$ cat config.mk
export PLATFORM = sky130hd
export DESIGN_NAME = lcd_nibble_write_sequencer
export DESIGN_NICKNAME = d
export VERILOG_FILES = /design/src/lcdnws_pkg.sv /design/src/lcdnws_ctrl.sv /design/src/lcdnws_dp.sv /design/src/lcd_nibble_write_sequencer.sv
export SDC_FILE = /design/constraint.sdc
export NUM_CORES = 1
export LEC_CHECK = 0
export ABC_AREA = 1
export BUFFER_PORTS_ARGS = -buffer_cell sky130_fd_sc_hd__buf_2
export CORE_MARGIN = 1.5
export CORE_UTILIZATION = 54
export DETAILED_ROUTE_END_ITERATION = 8
export HOLD_SLACK_MARGIN = 0.1
export PLACE_DENSITY = 0.77
export SLEW_MARGIN = 0
export SYNTH_ARGS = -nofsm -noshare
export SYNTH_HDL_FRONTEND = slang
export SYNTH_HIERARCHICAL = 1
export SYNTH_SLANG_ARGS = --single-unit
export TNS_END_PERCENT = 20
$ cat constraint.sdc
create_clock -name clk -period 2.9 [get_ports clk]
set_clock_uncertainty 0.2 [all_clocks]
set_input_delay 0.29 -clock clk [delete_from_list [all_inputs] [get_ports clk]]
set_output_delay 0.29 -clock clk [all_outputs]
set_load 0.05 [all_outputs]
$ cat src/lcdnws_pkg.sv
// Shared types, codes and strobe table for the 4-bit character LCD write sequencer.
// Used by lcdnws_ctrl, lcdnws_dp and lcd_nibble_write_sequencer.
package lcdnws_pkg;

  localparam int unsigned HalfW  = 16;
  localparam int unsigned LongW  = 24;
  localparam int unsigned IdxW   = 4;
  localparam int unsigned CfgW   = 24;

  localparam logic [HalfW-1:0] HalfReset = 16'd40;
  localparam logic [LongW-1:0] LongReset = 24'd200000;

  // Request type codes
  localparam logic [2:0] ReqInit  = 3'd0;
  localparam logic [2:0] ReqCmd   = 3'd1;
  localparam logic [2:0] ReqData  = 3'd2;
  localparam logic [2:0] ReqAddr  = 3'd3;
  localparam logic [2:0] ReqPos   = 3'd4;

  // Configuration register indexes
  localparam logic CfgHalf = 1'b0;
  localparam logic CfgLong = 1'b1;

  localparam logic [IdxW-1:0] InitLastIdx = 4'd11;
  localparam logic [IdxW-1:0] ByteLastIdx = 4'd1;

  localparam logic [7:0] SetDdramCmd = 8'h80;
  localparam logic [6:0] Line2Base   = 7'h40;

  // Nibbles of the init sequence: three wake-ups, 4-bit switch, then four commands
  localparam logic [3:0] InitNibbles [12] = '{
    4'h3, 4'h3, 4'h3, 4'h2,
    4'h2, 4'h8,          // function set 0x28
    4'h0, 4'h6,          // entry mode 0x06
    4'h0, 4'hE,          // display on, cursor on 0x0E
    4'h0, 4'h1           // clear 0x01
  };

  typedef struct packed {
    logic [2:0] req_type;
    logic [7:0] byte_value;
    logic [1:0] row;
    logic [6:0] column;
  } in_item_t;

  typedef struct packed {
    logic       reg_select;
    logic [3:0] nibble;
    logic [1:0] wait_units;
    logic       last;
  } out_item_t;

  typedef enum logic [2:0] {
    ST_IDLE,
    ST_START,
    ST_WAIT,
    ST_HIGH,
    ST_LOW,
    ST_EMIT
  } state_t;

  // Controller to datapath commands
  typedef struct packed {
    logic load_req;
    logic clr_ticks;
    logic cnt_ticks;
    logic unit_inc;
    logic next_strobe;
    logic push_out;
  } dp_cmd_t;

  // Datapath to controller status
  typedef struct packed {
    logic req_empty;
    logic waits_left;
    logic unit_done;
    logic half_done;
    logic out_free;
    logic strobe_last;
  } dp_sts_t;

  function automatic out_item_t strobe_lookup(input logic            is_init,
                                              input logic [IdxW-1:0] idx,
                                              input logic            rs,
                                              input logic [7:0]      value);
    out_item_t o;
    o = '0;
    if (is_init) begin
      o.reg_select = 1'b0;
      o.nibble     = (idx <= InitLastIdx) ? InitNibbles[idx] : 4'h0;
      o.wait_units = (idx == 4'd0) ? 2'd3 : ((idx == 4'd1 || idx == 4'd2) ? 2'd1 : 2'd0);
      o.last       = (idx == InitLastIdx);
    end else begin
      o.reg_select = rs;
      o.nibble     = idx[0] ? value[3:0] : value[7:4];
      o.wait_units = 2'd0;
      o.last       = (idx == ByteLastIdx);
    end
    return o;
  endfunction

endpackage

$ cat src/lcdnws_ctrl.sv
// Sequencing state machine: wait units, enable high and low phases, result hand-off.
// Depends on lcdnws_pkg; drives commands into lcdnws_dp.
module lcdnws_ctrl (
  input  logic                clk,
  input  logic                rst_n,
  input  logic                in_valid,
  output logic                in_stall,
  input  lcdnws_pkg::dp_sts_t sts,
  output lcdnws_pkg::dp_cmd_t cmd
);

  lcdnws_pkg::state_t state_r, state_nxt;

  always_ff @(posedge clk) begin
    if (!rst_n) begin
      state_r <= lcdnws_pkg::ST_IDLE;
    end else begin
      state_r <= state_nxt;
    end
  end

  always_comb begin
    state_nxt = state_r;
    unique case (state_r)
      lcdnws_pkg::ST_IDLE: begin
        if (in_valid) state_nxt = lcdnws_pkg::ST_START;
      end
      lcdnws_pkg::ST_START: begin
        state_nxt = sts.req_empty ? lcdnws_pkg::ST_IDLE : lcdnws_pkg::ST_WAIT;
      end
      lcdnws_pkg::ST_WAIT: begin
        if (!sts.waits_left) state_nxt = lcdnws_pkg::ST_HIGH;
      end
      lcdnws_pkg::ST_HIGH: begin
        if (sts.half_done) state_nxt = lcdnws_pkg::ST_LOW;
      end
      lcdnws_pkg::ST_LOW: begin
        if (sts.half_done) state_nxt = lcdnws_pkg::ST_EMIT;
      end
      lcdnws_pkg::ST_EMIT: begin
        if (sts.out_free) begin
          state_nxt = sts.strobe_last ? lcdnws_pkg::ST_IDLE : lcdnws_pkg::ST_WAIT;
        end
      end
      default: state_nxt = lcdnws_pkg::ST_IDLE;
    endcase
  end

  always_comb begin
    cmd      = '0;
    in_stall = 1'b1;
    unique case (state_r)
      lcdnws_pkg::ST_IDLE: begin
        in_stall     = 1'b0;
        cmd.load_req = in_valid;
      end
      lcdnws_pkg::ST_START: begin
        cmd.clr_ticks = 1'b1;
      end
      lcdnws_pkg::ST_WAIT: begin
        if (!sts.waits_left) begin
          cmd.clr_ticks = 1'b1;
        end else if (sts.unit_done) begin
          cmd.clr_ticks = 1'b1;
          cmd.unit_inc  = 1'b1;
        end else begin
          cmd.cnt_ticks = 1'b1;
        end
      end
      lcdnws_pkg::ST_HIGH, lcdnws_pkg::ST_LOW: begin
        if (sts.half_done) cmd.clr_ticks = 1'b1;
        else               cmd.cnt_ticks = 1'b1;
      end
      lcdnws_pkg::ST_EMIT: begin
        // hold the strobe until the output register can take it
        if (sts.out_free) begin
          cmd.push_out    = 1'b1;
          cmd.next_strobe = !sts.strobe_last;
        end
      end
      default: begin
        cmd = '0;
      end
    endcase
  end

endmodule

$ cat src/lcdnws_dp.sv
// Datapath: request latch, byte formation, timing counters, config and output registers.
// Depends on lcdnws_pkg; controlled by lcdnws_ctrl.
module lcdnws_dp (
  input  logic                  clk,
  input  logic                  rst_n,
  input  lcdnws_pkg::in_item_t  in_data,
  input  logic                  cfg_we,
  input  logic                  cfg_index,
  input  logic [lcdnws_pkg::CfgW-1:0] cfg_wdata,
  input  logic                  out_stall,
  output logic                  out_valid,
  output lcdnws_pkg::out_item_t out_data,
  input  lcdnws_pkg::dp_cmd_t   cmd,
  output lcdnws_pkg::dp_sts_t   sts
);

  logic [lcdnws_pkg::HalfW-1:0] half_r;
  logic [lcdnws_pkg::LongW-1:0] long_r;
  logic [lcdnws_pkg::LongW-1:0] ticks_r;
  logic [1:0]                   units_r;
  logic [lcdnws_pkg::IdxW-1:0]  idx_r;
  logic                         init_r;
  logic                         rs_r;
  logic [7:0]                   byte_r;
  logic                         empty_r;
  logic                         out_valid_r;
  lcdnws_pkg::out_item_t        out_data_r;

  logic [7:0]            byte_nxt;
  logic                  rs_nxt;
  logic                  empty_nxt;
  logic [6:0]            pos_addr;
  lcdnws_pkg::out_item_t strobe;

  // Decode the request into the byte to send
  always_comb begin
    pos_addr  = ((in_data.row == 2'd2) ? lcdnws_pkg::Line2Base : 7'd0)
                + in_data.column - 7'd1;
    byte_nxt  = in_data.byte_value;
    rs_nxt    = 1'b0;
    empty_nxt = 1'b0;
    case (in_data.req_type)
      lcdnws_pkg::ReqInit: byte_nxt = '0;
      lcdnws_pkg::ReqCmd:  byte_nxt = in_data.byte_value;
      lcdnws_pkg::ReqData: begin
        byte_nxt = in_data.byte_value;
        rs_nxt   = 1'b1;
      end
      lcdnws_pkg::ReqAddr: byte_nxt = lcdnws_pkg::SetDdramCmd | {1'b0, in_data.byte_value[6:0]};
      lcdnws_pkg::ReqPos: begin
        byte_nxt  = lcdnws_pkg::SetDdramCmd | {1'b0, pos_addr};
        // drop rows other than 1 and 2, and column zero
        empty_nxt = (in_data.column == 7'd0) || !(in_data.row == 2'd1 || in_data.row == 2'd2);
      end
      default: empty_nxt = 1'b1;
    endcase
  end

  always_ff @(posedge clk) begin
    if (cmd.load_req) begin
      init_r <= (in_data.req_type == lcdnws_pkg::ReqInit);
      rs_r   <= rs_nxt;
      byte_r <= byte_nxt;
    end
  end

  always_ff @(posedge clk) begin
    if (!rst_n) begin
      half_r      <= lcdnws_pkg::HalfReset;
      long_r      <= lcdnws_pkg::LongReset;
      ticks_r     <= '0;
      units_r     <= '0;
      idx_r       <= '0;
      empty_r     <= 1'b0;
      out_valid_r <= 1'b0;
    end else begin
      if (cfg_we) begin
        if (cfg_index == lcdnws_pkg::CfgHalf) half_r <= cfg_wdata[lcdnws_pkg::HalfW-1:0];
        else                                 long_r <= cfg_wdata;
      end
      if (cmd.load_req) begin
        empty_r <= empty_nxt;
        idx_r   <= '0;
        units_r <= '0;
      end else if (cmd.next_strobe) begin
        idx_r   <= idx_r + 1'b1;
        units_r <= '0;
      end else if (cmd.unit_inc) begin
        units_r <= units_r + 1'b1;
      end
      if (cmd.clr_ticks)      ticks_r <= '0;
      else if (cmd.cnt_ticks) ticks_r <= ticks_r + 1'b1;
      if (cmd.push_out)              out_valid_r <= 1'b1;
      else if (!out_stall)           out_valid_r <= 1'b0;
    end
  end

  always_ff @(posedge clk) begin
    if (cmd.push_out) out_data_r <= strobe;
  end

  always_comb begin
    strobe = lcdnws_pkg::strobe_lookup(init_r, idx_r, rs_r, byte_r);
    sts.req_empty   = empty_r;
    sts.waits_left  = (units_r != strobe.wait_units);
    sts.unit_done   = (ticks_r == long_r - 1'b1);
    sts.half_done   = (ticks_r == ({{(lcdnws_pkg::LongW-lcdnws_pkg::HalfW){1'b0}}, half_r}
                                   - 1'b1));
    sts.out_free    = !out_valid_r || !out_stall;
    sts.strobe_last = strobe.last;
  end

  assign out_valid = out_valid_r;
  assign out_data  = out_data_r;

endmodule

$ cat src/lcd_nibble_write_sequencer.sv
// Top level of the 4-bit character LCD write sequencer.
// Joins lcdnws_ctrl and lcdnws_dp; types from lcdnws_pkg.
//
// Usage: a request enters on in_valid/in_data while in_stall is low (init, command
// byte, data byte, set address or row/column position). Each request is expanded
// into enable strobes; one strobe is one transfer on out_valid/out_data carrying
// RS, the D7..D4 nibble, the long wait units spent before it and a last mark.
// Init gives 12 strobes, the byte requests 2, rejected requests none.
// Per strobe: the wait units (long_wait_ticks each), then an enable high phase and
// an enable low phase (enable_half_ticks each), counted by one 24-bit tick counter,
// then the hand-off of the strobe to the output register. Requests are handled one
// at a time and in_stall stays high until the last strobe is handed off.
// A stalled receiver holds the output register; the sequencer then pauses before
// its next hand-off. Reset (rst_n low, synchronous) returns to idle, clears the
// output valid and restores enable_half_ticks to 40 and long_wait_ticks to 200000.
// cfg_we writes cfg_index 0 (enable_half_ticks) or 1 (long_wait_ticks). The user
// must write them only while idle; the block itself does not enforce this.
module lcd_nibble_write_sequencer (
  input  logic                        clk,
  input  logic                        rst_n,
  input  logic                        in_valid,
  output logic                        in_stall,
  input  lcdnws_pkg::in_item_t        in_data,
  output logic                        out_valid,
  input  logic                        out_stall,
  output lcdnws_pkg::out_item_t       out_data,
  input  logic                        cfg_we,
  input  logic                        cfg_index,
  input  logic [lcdnws_pkg::CfgW-1:0] cfg_wdata
);

  lcdnws_pkg::dp_cmd_t cmd;
  lcdnws_pkg::dp_sts_t sts;

  lcdnws_ctrl u_ctrl (
    .clk      (clk),
    .rst_n    (rst_n),
    .in_valid (in_valid),
    .in_stall (in_stall),
    .sts      (sts),
    .cmd      (cmd)
  );

  lcdnws_dp u_dp (
    .clk       (clk),
    .rst_n     (rst_n),
    .in_data   (in_data),
    .cfg_we    (cfg_we),
    .cfg_index (cfg_index),
    .cfg_wdata (cfg_wdata),
    .out_stall (out_stall),
    .out_valid (out_valid),
    .out_data  (out_data),
    .cmd       (cmd),
    .sts       (sts)
  );

endmodule
; Word level (Yosys, flattened, before mapping)
; Memory sizes are Yosys's and may differ from the RTL's.
; Cells that the tools add are included.
[word_totals]
regBits = 93
rom_bits = 64
output_inout_bits = 10
wordCells = 105
memories = 1
[mem_list]
columns = memory, words, width, read_ports, rd_clocked_by_memory_dff, wr, line_no
row1 = (no name shown), 16, 4, 1, 0, 0, lcdnws_pkg.sv:90  ; o.nibble = (idx <= InitLastIdx) ? InitNibbles[idx] : 4'h0;
[classes]
add_sub_neg = 7
magnitude_cmp = 2
eq_ne = 23
muxes = 34
bitwise = 3
n_reduce_logical = 20
[ops]
columns = op, n
row1 = $eq 24x24->1, 2
row2 = $add 24x1->24 const B, 1
row3 = $pmux 8 s3, 1
row4 = $sub 24x1->24 const B, 1
row5 = $pmux 3 s6, 1
row6 = $sub 16x1->17 const B, 1
row7 = $mux 4, 4
row8 = $mux 3, 5
row9 = $mux 7, 2
row10 = $eq 3x2->1 const B, 4
row11 = $mux 1, 12
row12 = $mux 2, 6
row13 = $ne 2x2->1 const B, 5
row14 = $eq 3x3->1 const B, 3
row15 = $add 7x7->7, 1
row16 = $logic_not 7->1, 1
row17 = $sub 7x1->7 const B, 1
row18 = $eq 3x1->1 const B, 2
row19 = $logic_not 3->1, 2
row20 = $reduce_or 2->1, 3
row21 = $ge 5x5->1 const B, 1
row22 = $not 4->5, 1
row23 = $reduce_and 5->1, 1
row24 = $add 4x1->4 const B, 1
row25 = other kinds (18), 27

; Longest topological paths before layout
; Gate-level depths: netlist (run 1).
[logic_depth]
ltp_word = 10
mapped_depth = 25

; Cells and area by module
; Netlist (run 1), hierarchy kept.
[by_module_without_submodules]
columns = module, instances, cells_per_inst, area_per_inst_um2, seq_area_each_um2
row1 = lcdnws_dp, 1, 838, 5716.7, 1981.9
row2 = lcdnws_ctrl, 1, 51, 301.5, 60.1

; Least setup slack after synthesis (run 1)
; No wires, ideal clock.
[synth_timing]
path_type = register to register
from = register u_dp/long_r[0] in the netlist's numbering
to = register u_dp/ticks_r[21] in the netlist's numbering
arrival_ns = 2.495
required_ns = 2.584
path_slack_ns = 0.089
stages_incl_launch_ff = 23
synth_period_minus_slack_ns = 2.811
cell_sequence = dfxtp_1 -> inv_1 -> ha_1 -> nand2_2 -> nor2_4 -> nand2_2 -> inv_2 -> nand2_1 -> xor2_1 -> nor2_1 -> nand2_1 -> nor2_1 -> inv_1 -> nand2_1 -> o21ai_0 -> buf_2 -> inv_1 -> nor2_1 -> inv_1 -> nor4_1 -> nand2_1 -> o21ai_1 -> a21oi_1
[synth_rtl]
columns = element, line_no
row1 = "start, declared", lcdnws_dp.sv:18  ; logic [lcdnws_pkg::LongW-1:0] long_r;
row2 = "start signal, assigned", lcdnws_dp.sv:70  ; long_r <= lcdnws_pkg::LongReset;
row3 = "start signal, assigned", lcdnws_dp.sv:79  ; else long_r <= cfg_wdata;
row4 = "end signal, assigned", lcdnws_dp.sv:92  ; else if (cmd.cnt_ticks) ticks_r <= ticks_r + 1'b1;
row5 = "end, declared", lcdnws_dp.sv:19  ; logic [lcdnws_pkg::LongW-1:0] ticks_r;

==> results of run 1 <==
==> through the flow <==
step	hold WS, ns	util	total power [mW]	setup TNS [ns]	setup WS, ns
6_report	0.161	0.689	3.34	0	0.0547
5_1_grt	0.166	0.689	3.53	-0.151	-0.0641
4_1_cts	0.124	0.663	3.24	0	0.00964
3_5_place_dp	0.287	0.608	2.35	-0.727	-0.173
3_3_place_gp	0.271	0.608	2.34	-0.0601	-0.0310
2_1_floorplan	0.203	-	2.11	0	0.0886
==> per-layer routing <==
layer,vias up,wire (µm),global-route usage,share of wire
met5,-,0,0,0
met4,0,548,0.123,0.032
met3,54,1120,0.0446,0.065
met2,272,8480,0.518,0.49
met1,2825,7050,0.356,0.41
li1,3065,-,-,-
==> sequential cells by signal, indices dropped and copies added, names as in the netlist, 2 cells and up <==
register,cells
u_dp/units_r,2
u_dp/idx_r,4
u_dp/out_data,8
u_dp/half_r,16
u_ctrl/state_r,3
u_dp/ticks_r,24
u_dp/byte_r,8
u_dp/long_r,24
==> power breakdown <==
| part | leakage, nW | switching, mW | internal, mW |
|---|---|---|---|
| registers | 0.782 | 0.108 | 1.43 |
| clock network | 0.0980 | 0.530 | 0.332 |
| logic | 2.47 | 0.579 | 0.365 |
| total | 3.35 | 1.22 | 2.12 |
==> cells by family (layout without fill, tap and decap cells) <==
kind of cell    after synthesis  count (layout)
simple gates                453             453
flops                        93              93
fa+ha+maj                    19              19
buf+inv                     143             265
compound gates              129             129
xor+xnor                     52              52
==> critical path, stage by stage (launching register included) <==
cell and delay, ns:
sky130_fd_sc_hd__dfxtp_1 0.60, sky130_fd_sc_hd__nor2_1 0.10, sky130_fd_sc_hd__nor2_1 0.17, sky130_fd_sc_hd__nand2_1 0.09, sky130_fd_sc_hd__nand2_1 0.07, sky130_fd_sc_hd__nor2_1 0.04
sky130_fd_sc_hd__nand3_1 0.07, sky130_fd_sc_hd__nor2_1 0.04, sky130_fd_sc_hd__nand2_1 0.06, sky130_fd_sc_hd__nor2_1 0.04, sky130_fd_sc_hd__nand2_1 0.06, sky130_fd_sc_hd__nor2_2 0.05
sky130_fd_sc_hd__inv_2 0.06, sky130_fd_sc_hd__nand2_2 0.07, sky130_fd_sc_hd__o21ai_4 0.20, sky130_fd_sc_hd__inv_2 0.08, sky130_fd_sc_hd__buf_6 0.14, sky130_fd_sc_hd__nor3_1 0.27
sky130_fd_sc_hd__nand3b_1 0.15, sky130_fd_sc_hd__xor2_1 0.14, sky130_fd_sc_hd__nor2_1 0.05
==> how the worst max path moves through the flow <==
stage / end / slack, ns / cells past startpoint
final: u_dp/ticks_r[20] / 0.05 / 20
after CTS: u_dp/ticks_r[22] / 0.01 / 20
after global placement: u_dp/ticks_r[19] / -0.03 / 19
after floorplan: u_dp/ticks_r[21] / 0.09 / 22
after detailed placement: u_dp/ticks_r[19] / -0.17 / 19
after global routing: u_dp/ticks_r[20] / -0.06 / 19
==> layout by cell type (no fill, tap or decap), types with 26 or more instances in the layout <==
master / netlist / final
sky130_fd_sc_hd__nand2_1: 185 / 178
sky130_fd_sc_hd__nor2_1: 141 / 122
sky130_fd_sc_hd__inv_1: 110 / 101
sky130_fd_sc_hd__dfxtp_1: 75 / 68
sky130_fd_sc_hd__o21ai_0: 64 / 60
sky130_fd_sc_hd__buf_2: 8 / 59
sky130_fd_sc_hd__a21oi_1: 42 / 41
sky130_fd_sc_hd__nand3_1: 45 / 40
sky130_fd_sc_hd__dlygate4sd3_1: 0 / 38
sky130_fd_sc_hd__xor2_1: 38 / 37
sky130_fd_sc_hd__buf_4: 3 / 36
sky130_fd_sc_hd__nor2_2: 17 / 26
==> final cells by class <==
cell class,instances,area share
sequential,93,0.275
tap,140,0.0235
clock buffer,9,0.0166
timing repair buffer,135,0.130
inverter,114,0.0573
clock inverter,7,0.00838
multi-input combinational,653,0.489
==> what timing repair did <==
item / 4_1_cts / 5_1_grt
pin swaps: 2 / 16
endpoints found under the hold margin: 52 / 0
setup endpoints to repair: 12 / 24
hold buffers: 38 / 0
gates resized for setup: 5 / 76
setup buffers: 1 / 4
==> flow_summary.html, run 1 <==
<table>
<tr><th>Metric</th><th>Value</th></tr>
<tr><th colspan="2">Status</th></tr>
<tr><td>Run status</td><td>completed</td></tr>
<tr><th colspan="2">Layout</th></tr>
<tr><td>Nets</td><td>1,075</td></tr>
<tr><td>Area growth syn-to-layout</td><td>24.0%</td></tr>
<tr><td>Area taken by flip-flops and latches</td><td>2050 µm²</td></tr>
<tr><td>Count of antenna diodes in the layout</td><td>0</td></tr>
<tr><td>Fill cells</td><td>878</td></tr>
<tr><td>Cell area after layout</td><td>7460 µm²</td></tr>
<tr><td>Multi-input logic area</td><td>3650 µm²</td></tr>
<tr><td>Ratio of cells with drive above 1 in the final layout</td><td>0.212</td></tr>
<tr><td>Final Instance Count excl. Fillers</td><td>1,151</td></tr>
<tr><th colspan="2">STA</th></tr>
<tr><td>Measured slew at the worst slew-check pin</td><td>0.727 ns</td></tr>
<tr><td>Maximum frequency from static timing analysis</td><td>351 MHz</td></tr>
<tr><td>Max-slew violation count</td><td>0</td></tr>
<tr><td>Total count of hold-check failures in the final report</td><td>0</td></tr>
<tr><td>Final critical-path required period</td><td>2.85 ns</td></tr>
<tr><td>Final worst-path cycle share</td><td>0.981</td></tr>
<tr><td>Relative max-transition margin</td><td>0.513</td></tr>
<tr><td>Final setup fails</td><td>0</td></tr>
<tr><td>Setup repair after global routing missed its margin</td><td>true</td></tr>
<tr><th colspan="2">Route</th></tr>
<tr><td>Count of antenna-violating nets left after detailed routing</td><td>0</td></tr>
<tr><td>Vias post-DR</td><td>6,216</td></tr>
<tr><td>Aggregate routed wire length</td><td>17.2 mm</td></tr>
<tr><td>DRC violation total after the first TritonRoute iteration</td><td>546</td></tr>
<tr><td>Wirelength per Cell</td><td>14.9 µm</td></tr>
<tr><td>DRC viols</td><td>0</td></tr>
<tr><td>DR pass1 iterations</td><td>5</td></tr>
<tr><td>Via density per instance</td><td>5.40</td></tr>
<tr><th colspan="2">Synth</th></tr>
<tr><td>Most area-hungry cell type in the Yosys netlist</td><td>sky130_fd_sc_hd__dfxtp_1</td></tr>
<tr><td>Post-synthesis share of cell area spent on full adders, half adders and majority gates</td><td>0.0407</td></tr>
<tr><td>Share of the synthesized netlist area taken by xor and xnor gates</td><td>0.0757</td></tr>
<tr><td>Leading cell type by number of instances after synthesis</td><td>sky130_fd_sc_hd__nand2_1</td></tr>
<tr><td>Number of instances in the synthesized netlist</td><td>889</td></tr>
<tr><td>Total number of yosys warnings</td><td>6</td></tr>
<tr><td>Area fraction in and, or, nand and nor cells after synthesis</td><td>0.332</td></tr>
<tr><td>Number of enable flip-flop cells after synthesis</td><td>18</td></tr>
<tr><td>Main combinational cell family by area after synthesis</td><td>simple AND/OR/NAND/NOR gates</td></tr>
<tr><td>Unique cell type count in the Yosys netlist</td><td>43</td></tr>
<tr><td>Share of cell area taken by muxes after synthesis</td><td>0</td></tr>
<tr><td>Sequential area share after synthesis</td><td>0.339</td></tr>
<tr><td>Yosys top cell area share</td><td>0.249</td></tr>
<tr><td>Mapped Nets</td><td>958</td></tr>
<tr><td>Synth Area in Compound Gates</td><td>0.117</td></tr>
<tr><td>#FFs+latches synth</td><td>93</td></tr>
<tr><td>Leading register cell type out of synthesis</td><td>sky130_fd_sc_hd__dfxtp_1</td></tr>
<tr><td>Share of synthesized registers carrying an async set or reset</td><td>0</td></tr>
<tr><td>Synth cell count leaders</td><td>sky130_fd_sc_hd__nand2_1, sky130_fd_sc_hd__nor2_1, sky130_fd_sc_hd__inv_1</td></tr>
<tr><td>Post-synthesis instance area</td><td>6020 µm²</td></tr>
<tr><td>Average cell area after synthesis</td><td>6.77 µm²</td></tr>
<tr><td>Most area-consuming cells after synthesis</td><td>sky130_fd_sc_hd__dfxtp_1, sky130_fd_sc_hd__nand2_1, sky130_fd_sc_hd__edfxtp_1</td></tr>
<tr><th colspan="2">Placement</th></tr>
<tr><td>Total placed cells including tap cells</td><td>1,092</td></tr>
<tr><td>Placement-stage cell area</td><td>6600 µm²</td></tr>
<tr><td>Final RePlAce weighted congestion</td><td>0.932</td></tr>
<tr><td>Number of buffers inserted by port buffering</td><td>59</td></tr>
<tr><td>DP HPWL</td><td>11.6 mm</td></tr>
<tr><th colspan="2">Job</th></tr>
<tr><td>Max Cap Violations</td><td>0</td></tr>
<tr><th colspan="2">Clock network</th></tr>
<tr><td>CTS Buffer Depth</td><td>2</td></tr>
<tr><td>TritonCTS buffer count</td><td>9</td></tr>
<tr><td>H-Tree Level Count</td><td>3</td></tr>
<tr><td>Cell at the root of the clock tree</td><td>sky130_fd_sc_hd__clkbuf_8</td></tr>
<tr><td>Clock tree from TritonCTS</td><td>done</td></tr>
<tr><td>Clock tree sinks</td><td>93</td></tr>
<tr><td>Clock Latency Late Sink</td><td>0.38 ns</td></tr>
<tr><td>Clock-pin transition on the worst setup and hold timing paths</td><td>0.10 ns</td></tr>
<tr><th colspan="2">Global route</th></tr>
<tr><td>Global-route total usage across every layer</td><td>0.295</td></tr>
<tr><td>Global-route wire length before repair</td><td>27.0 mm</td></tr>
<tr><td>Antenna violations before repair</td><td>0</td></tr>
<tr><td>Total global routing overflow</td><td>0</td></tr>
<tr><td>Number of global-route vias before repair</td><td>5,845</td></tr>
<tr><td>Maximum number of pins on one net before global-route repair</td><td>45</td></tr>
<tr><th colspan="2">Floorplanning</th></tr>
<tr><td>Floorplan die width</td><td>109 µm</td></tr>
<tr><td>Area enclosed by the die boundary</td><td>11,800 µm²</td></tr>
<tr><td>Number of primary I/O pins</td><td>60</td></tr>
<tr><td>Die span in y</td><td>109 µm</td></tr>
<tr><td>Effective utilization at floorplan</td><td>0.555</td></tr>
<tr><td>Floorplan row count</td><td>38</td></tr>
<tr><td>Core area</td><td>10,800 µm²</td></tr>
<tr><th colspan="2">Pwr</th></tr>
<tr><td>Power density of the placed cells</td><td>447 nW/µm²</td></tr>
<tr><td>Maximum VDD drop</td><td>0.349 mV</td></tr>
<tr><td>Static leakage</td><td>3.35 nW</td></tr>
<tr><th colspan="2">Critical path</th></tr>
<tr><td>Critical path class</td><td>reg2reg</td></tr>
<tr><td>R2r endpoint</td><td>u_dp/ticks_r[20]</td></tr>
<tr><td>Crit Path Max Fanout</td><td>7</td></tr>
<tr><td>Launch instance of the worst register-to-register path</td><td>u_dp/ticks_r[3]</td></tr>
<tr><td>Count of cells along the worst register-to-register path</td><td>20</td></tr>
<tr><td>Crit. Startpoint</td><td>u_dp/ticks_r[3]</td></tr>
<tr><td>CP Data Required Time</td><td>2.98 ns</td></tr>
<tr><td>Reg2Reg Setup Slack</td><td>0.05 ns</td></tr>
<tr><td>Kind of start point of the critical path</td><td>flip-flop</td></tr>
<tr><td>Kind of end point of the critical path</td><td>flip-flop</td></tr>
<tr><td>Endpoint arrival time on the critical path</td><td>2.92 ns</td></tr>
<tr><th colspan="2">Worst hold path</th></tr>
<tr><td>Type of the most critical hold path</td><td>in2reg</td></tr>
<tr><td>Source of the worst hold timing path</td><td>in_data[6]</td></tr>
<tr><td>Hold worst-path end</td><td>u_dp/empty_r</td></tr>
<tr><td>Worst hold path stage count</td><td>6</td></tr>
</table>
No activity file was read; power rests on OpenSTA's default activity.
==> inputs of run 2 (changes only) <==
==> constraint.sdc (replaced) <==
create_clock -name clk -period 2.9 [get_ports clk]
set_clock_uncertainty 0.2 [all_clocks]
set_input_delay 0.87 -clock clk [delete_from_list [all_inputs] [get_ports clk]]
set_output_delay 0.87 -clock clk [all_outputs]
set_load 0.05 [all_outputs]
==> flow_summary.html, run 2 (synthesized netlist as in run 1, its figures left out) <==
<table>
<tr><th>Metric</th><th>Value</th></tr>
<tr><th colspan="2">Status</th></tr>
<tr><td>Run status</td><td>completed (unchanged)</td></tr>
<tr><th colspan="2">STA</th></tr>
<tr><td>Max-slew violation count</td><td>0 (unchanged)</td></tr>
<tr><td>Relative max-transition margin</td><td>0.593 (was 0.513)</td></tr>
<tr><td>Final critical-path required period</td><td>2.81 ns (was 2.85 ns)</td></tr>
<tr><td>Setup repair after global routing missed its margin</td><td>true (unchanged)</td></tr>
<tr><td>Measured slew at the worst slew-check pin</td><td>0.609 ns (was 0.727 ns)</td></tr>
<tr><td>Fin worst setup slack</td><td>0.0886 ns (was 0.0547 ns)</td></tr>
<tr><td>Maximum frequency from static timing analysis</td><td>356 MHz (was 351 MHz)</td></tr>
<tr><td>Final setup fails</td><td>0 (unchanged)</td></tr>
<tr><td>Final worst-path cycle share</td><td>0.969 (was 0.981)</td></tr>
<tr><td>Total count of hold-check failures in the final report</td><td>0 (unchanged)</td></tr>
<tr><th colspan="2">Route</th></tr>
<tr><td>Via density per instance</td><td>5.33 (was 5.40)</td></tr>
<tr><td>Wirelength per Cell</td><td>14.3 µm (was 14.9 µm)</td></tr>
<tr><td>Count of antenna-violating nets left after detailed routing</td><td>0 (unchanged)</td></tr>
<tr><td>DRC violation total after the first TritonRoute iteration</td><td>453 (was 546)</td></tr>
<tr><td>Aggregate routed wire length</td><td>16.0 mm (was 17.2 mm)</td></tr>
<tr><td>Vias post-DR</td><td>5,975 (was 6,216)</td></tr>
<tr><td>DRC viols</td><td>0 (unchanged)</td></tr>
<tr><td>DR pass1 iterations</td><td>5 (unchanged)</td></tr>
<tr><th colspan="2">Layout</th></tr>
<tr><td>Area growth syn-to-layout</td><td>18.2% (was 24.0%)</td></tr>
<tr><td>Count of antenna diodes in the layout</td><td>0 (unchanged)</td></tr>
<tr><td>Commonest non-fill, non-tap cells in the layout</td><td>sky130_fd_sc_hd__nand2_1, sky130_fd_sc_hd__nor2_1, sky130_fd_sc_hd__inv_1 (unchanged)</td></tr>
<tr><td>Multi-input logic area</td><td>3610 µm² (was 3650 µm²)</td></tr>
<tr><td>Most common cell after layout, fill and taps aside</td><td>sky130_fd_sc_hd__nand2_1 (unchanged)</td></tr>
<tr><td>Largest registers</td><td>u_dp/long_r x24, u_dp/ticks_r x24, u_dp/half_r x16 (unchanged)</td></tr>
<tr><td>Nets</td><td>1,046 (was 1,075)</td></tr>
<tr><td>Area taken by flip-flops and latches</td><td>2050 µm² (about the same)</td></tr>
<tr><td>Ratio of cells with drive above 1 in the final layout</td><td>0.218 (was 0.212)</td></tr>
<tr><td>Fill cells</td><td>965 (was 878)</td></tr>
<tr><th colspan="2">Critical path</th></tr>
<tr><td>Endpoint arrival time on the critical path</td><td>2.90 ns (was 2.92 ns)</td></tr>
<tr><td>Crit Path Max Fanout</td><td>4 (was 7)</td></tr>
<tr><td>Crit. Startpoint</td><td>u_dp/long_r[1] (was u_dp/ticks_r[3])</td></tr>
<tr><td>Kind of end point of the critical path</td><td>flip-flop (unchanged)</td></tr>
<tr><td>Critical path class</td><td>reg2reg (unchanged)</td></tr>
<tr><td>Slowest Stage Delay on Critical Path</td><td>0.36 ns (was 0.60 ns)</td></tr>
<tr><td>R2r endpoint</td><td>u_dp/ticks_r[20] (unchanged)</td></tr>
<tr><td>Crit path cell chain</td><td>inv_2, ha_4, inv_2, nand2_1, nand2_1, nor2_1, nand2_1, nor2_1, nand3_1, nor2_1, nand2_1, nor2_1, nand2_1, nor2_1, inv_1, nand2_1, o21ai_1, buf_4, inv_4, buf_6, nor3_2, nand3b_1, xor2_1, nor2_1 (was nor2_1, nor2_1, nand2_1, nand2_1, nor2_1, nand3_1, nor2_1, nand2_1, nor2_1, nand2_1, nor2_2, inv_2, nand2_2, o21ai_4, inv_2, buf_6, nor3_1, nand3b_1, xor2_1, nor2_1)</td></tr>
<tr><td>Highest-delay cell along the critical path</td><td>sky130_fd_sc_hd__dfxtp_2 (was sky130_fd_sc_hd__dfxtp_1)</td></tr>
<tr><td>CP Data Required Time</td><td>2.99 ns (was 2.98 ns)</td></tr>
<tr><td>Critical path destination</td><td>u_dp/ticks_r[20] (unchanged)</td></tr>
<tr><td>Kind of start point of the critical path</td><td>flip-flop (unchanged)</td></tr>
<tr><td>Count of cells along the worst register-to-register path</td><td>24 (was 20)</td></tr>
<tr><td>Launch instance of the worst register-to-register path</td><td>u_dp/long_r[1] (was u_dp/ticks_r[3])</td></tr>
<tr><td>Reg2Reg Setup Slack</td><td>0.09 ns (was 0.05 ns)</td></tr>
<tr><th colspan="2">Floorplanning</th></tr>
<tr><td>Die span in y</td><td>109 µm (unchanged)</td></tr>
<tr><td>Floorplan die width</td><td>109 µm (unchanged)</td></tr>
<tr><td>Floorplan row count</td><td>38 (unchanged)</td></tr>
<tr><td>Effective utilization at floorplan</td><td>0.555 (unchanged)</td></tr>
<tr><td>Area enclosed by the die boundary</td><td>11,800 µm² (unchanged)</td></tr>
<tr><td>Core area</td><td>10,800 µm² (unchanged)</td></tr>
<tr><td>Number of primary I/O pins</td><td>60 (unchanged)</td></tr>
<tr><th colspan="2">Placement</th></tr>
<tr><td>Placement-stage worst setup slack</td><td>-0.0624 ns (was -0.173 ns)</td></tr>
<tr><td>Final RePlAce weighted congestion</td><td>0.938 (was 0.932)</td></tr>
<tr><td>Number of buffers inserted by port buffering</td><td>59 (unchanged)</td></tr>
<tr><td>DP HPWL</td><td>11.9 mm (was 11.6 mm)</td></tr>
<tr><th colspan="2">Pwr</th></tr>
<tr><td>Static leakage</td><td>3.22 nW (was 3.35 nW)</td></tr>
<tr><td>Maximum VDD drop</td><td>0.345 mV (was 0.349 mV)</td></tr>
<tr><td>Post-layout power</td><td>3.27 mW (was 3.34 mW)</td></tr>
<tr><td>Power density of the placed cells</td><td>460 nW/µm² (was 447 nW/µm²)</td></tr>
<tr><th colspan="2">Clock network</th></tr>
<tr><td>CTS Buffer Depth</td><td>2 (unchanged)</td></tr>
<tr><td>Number of hold buffers added after cts</td><td>0 (was 38)</td></tr>
<tr><td>TritonCTS buffer count</td><td>9 (unchanged)</td></tr>
<tr><td>H-Tree Level Count</td><td>3 (unchanged)</td></tr>
<tr><td>Clock tree from TritonCTS</td><td>done (unchanged)</td></tr>
<tr><td>Clock-pin transition on the worst setup and hold timing paths</td><td>0.10 ns (about the same)</td></tr>
<tr><td>Clock Latency Late Sink</td><td>0.39 ns (was 0.38 ns)</td></tr>
<tr><td>Clock tree sinks</td><td>93 (unchanged)</td></tr>
<tr><td>Cell at the root of the clock tree</td><td>sky130_fd_sc_hd__clkbuf_8 (unchanged)</td></tr>
<tr><th colspan="2">Global route</th></tr>
<tr><td>Global-route wire length before repair</td><td>25.8 mm (was 27.0 mm)</td></tr>
<tr><td>Antenna violations before repair</td><td>0 (unchanged)</td></tr>
<tr><td>Total global routing overflow</td><td>0 (unchanged)</td></tr>
<tr><td>Number of global-route vias before repair</td><td>5,536 (was 5,845)</td></tr>
<tr><td>Maximum number of pins on one net before global-route repair</td><td>45 (unchanged)</td></tr>
<tr><td>Global-route total usage across every layer</td><td>0.286 (was 0.295)</td></tr>
<tr><th colspan="2">Worst hold path</th></tr>
<tr><td>Type of the most critical hold path</td><td>reg2reg (was in2reg)</td></tr>
<tr><th colspan="2">Job</th></tr>
<tr><td>Max Cap Violations</td><td>0 (unchanged)</td></tr>
</table>
==> run 2: worst min-delay path by stage <==
stage / endpoint / from / slack, ns / cells after the start
finish: u_dp/units_r[1] / u_dp/units_r[1] / 0.30 / 2
global route: u_dp/units_r[1] / u_dp/units_r[1] / 0.31 / 2
CTS: u_dp/long_r[1] / u_dp/long_r[1] / 0.30 / 2
detailed placement: u_dp/long_r[1] / u_dp/long_r[1] / 0.28 / 2
global placement: u_dp/long_r[1] / u_dp/long_r[1] / 0.27 / 2
floorplan: u_dp/half_r[1] / u_dp/half_r[1] / 0.25 / 2
==> run 2: timing repair <==
action                     4_1_cts  5_1_grt
pin swaps                        2       24
hold endpoints to repair         0        0
gates resized for setup          5       69
setup buffers                    1        5
setup endpoints to repair        9       24
==> run 2: final cells by class <==
cell class	instances	area share
Tap cell	140	0.0246
Timing Repair Buffer	106	0.0932
Inverter	114	0.0609
Clock inverter	6	0.00651
Multi-Input combinational cell	653	0.508
Sequential cell	93	0.289
Clock buffer	10	0.0179
==> run 2: per-layer routing <==
metal | vias to the layer above | share of wire | GRT usage
met1 | 2713 | 0.44 | 0.356
met5 | - | 0 | 0
met3 | 48 | 0.054 | 0.0573
li1 | 3017 | - | -
met4 | 0 | 0.032 | 0.124
met2 | 197 | 0.47 | 0.478
==> run 2: worst max-delay path, delay by kind of cell (launching register included) <==
family / cells / cell delay [ns]
DFF: 1 / 0.36
buffers and inverters: 6 / 0.50
adders and majority gates: 1 / 0.27
and+or+nand+nor: 15 / 1.17
xor gates and xnor gates: 1 / 0.16
AOI/OAI and AO/OA: 1 / 0.06
==> run 2: power breakdown <==
group          internal [mW]  total (mW)  switching, mW
combinational          0.355       0.916          0.560
sequential              1.43        1.54          0.107
clock                  0.320       0.822          0.502
total                   2.10        3.27           1.17
==> run 2: per-stage QoR <==
step | area [µm²] | hold WS, ns | util | TNS, ns | instances
6_report | 7110 | 0.304 | 0.656 | 0 | 1122
5_1_grt | 7110 | 0.315 | 0.656 | -1.20 | 1122
4_1_cts | 6860 | 0.299 | 0.633 | 0 | 1117
3_5_place_dp | 6660 | 0.283 | 0.614 | -0.274 | 1100
3_3_place_gp | 6660 | 0.275 | 0.614 | -0.0146 | 1100
2_1_floorplan | 6020 | 0.253 | - | 0 | 889
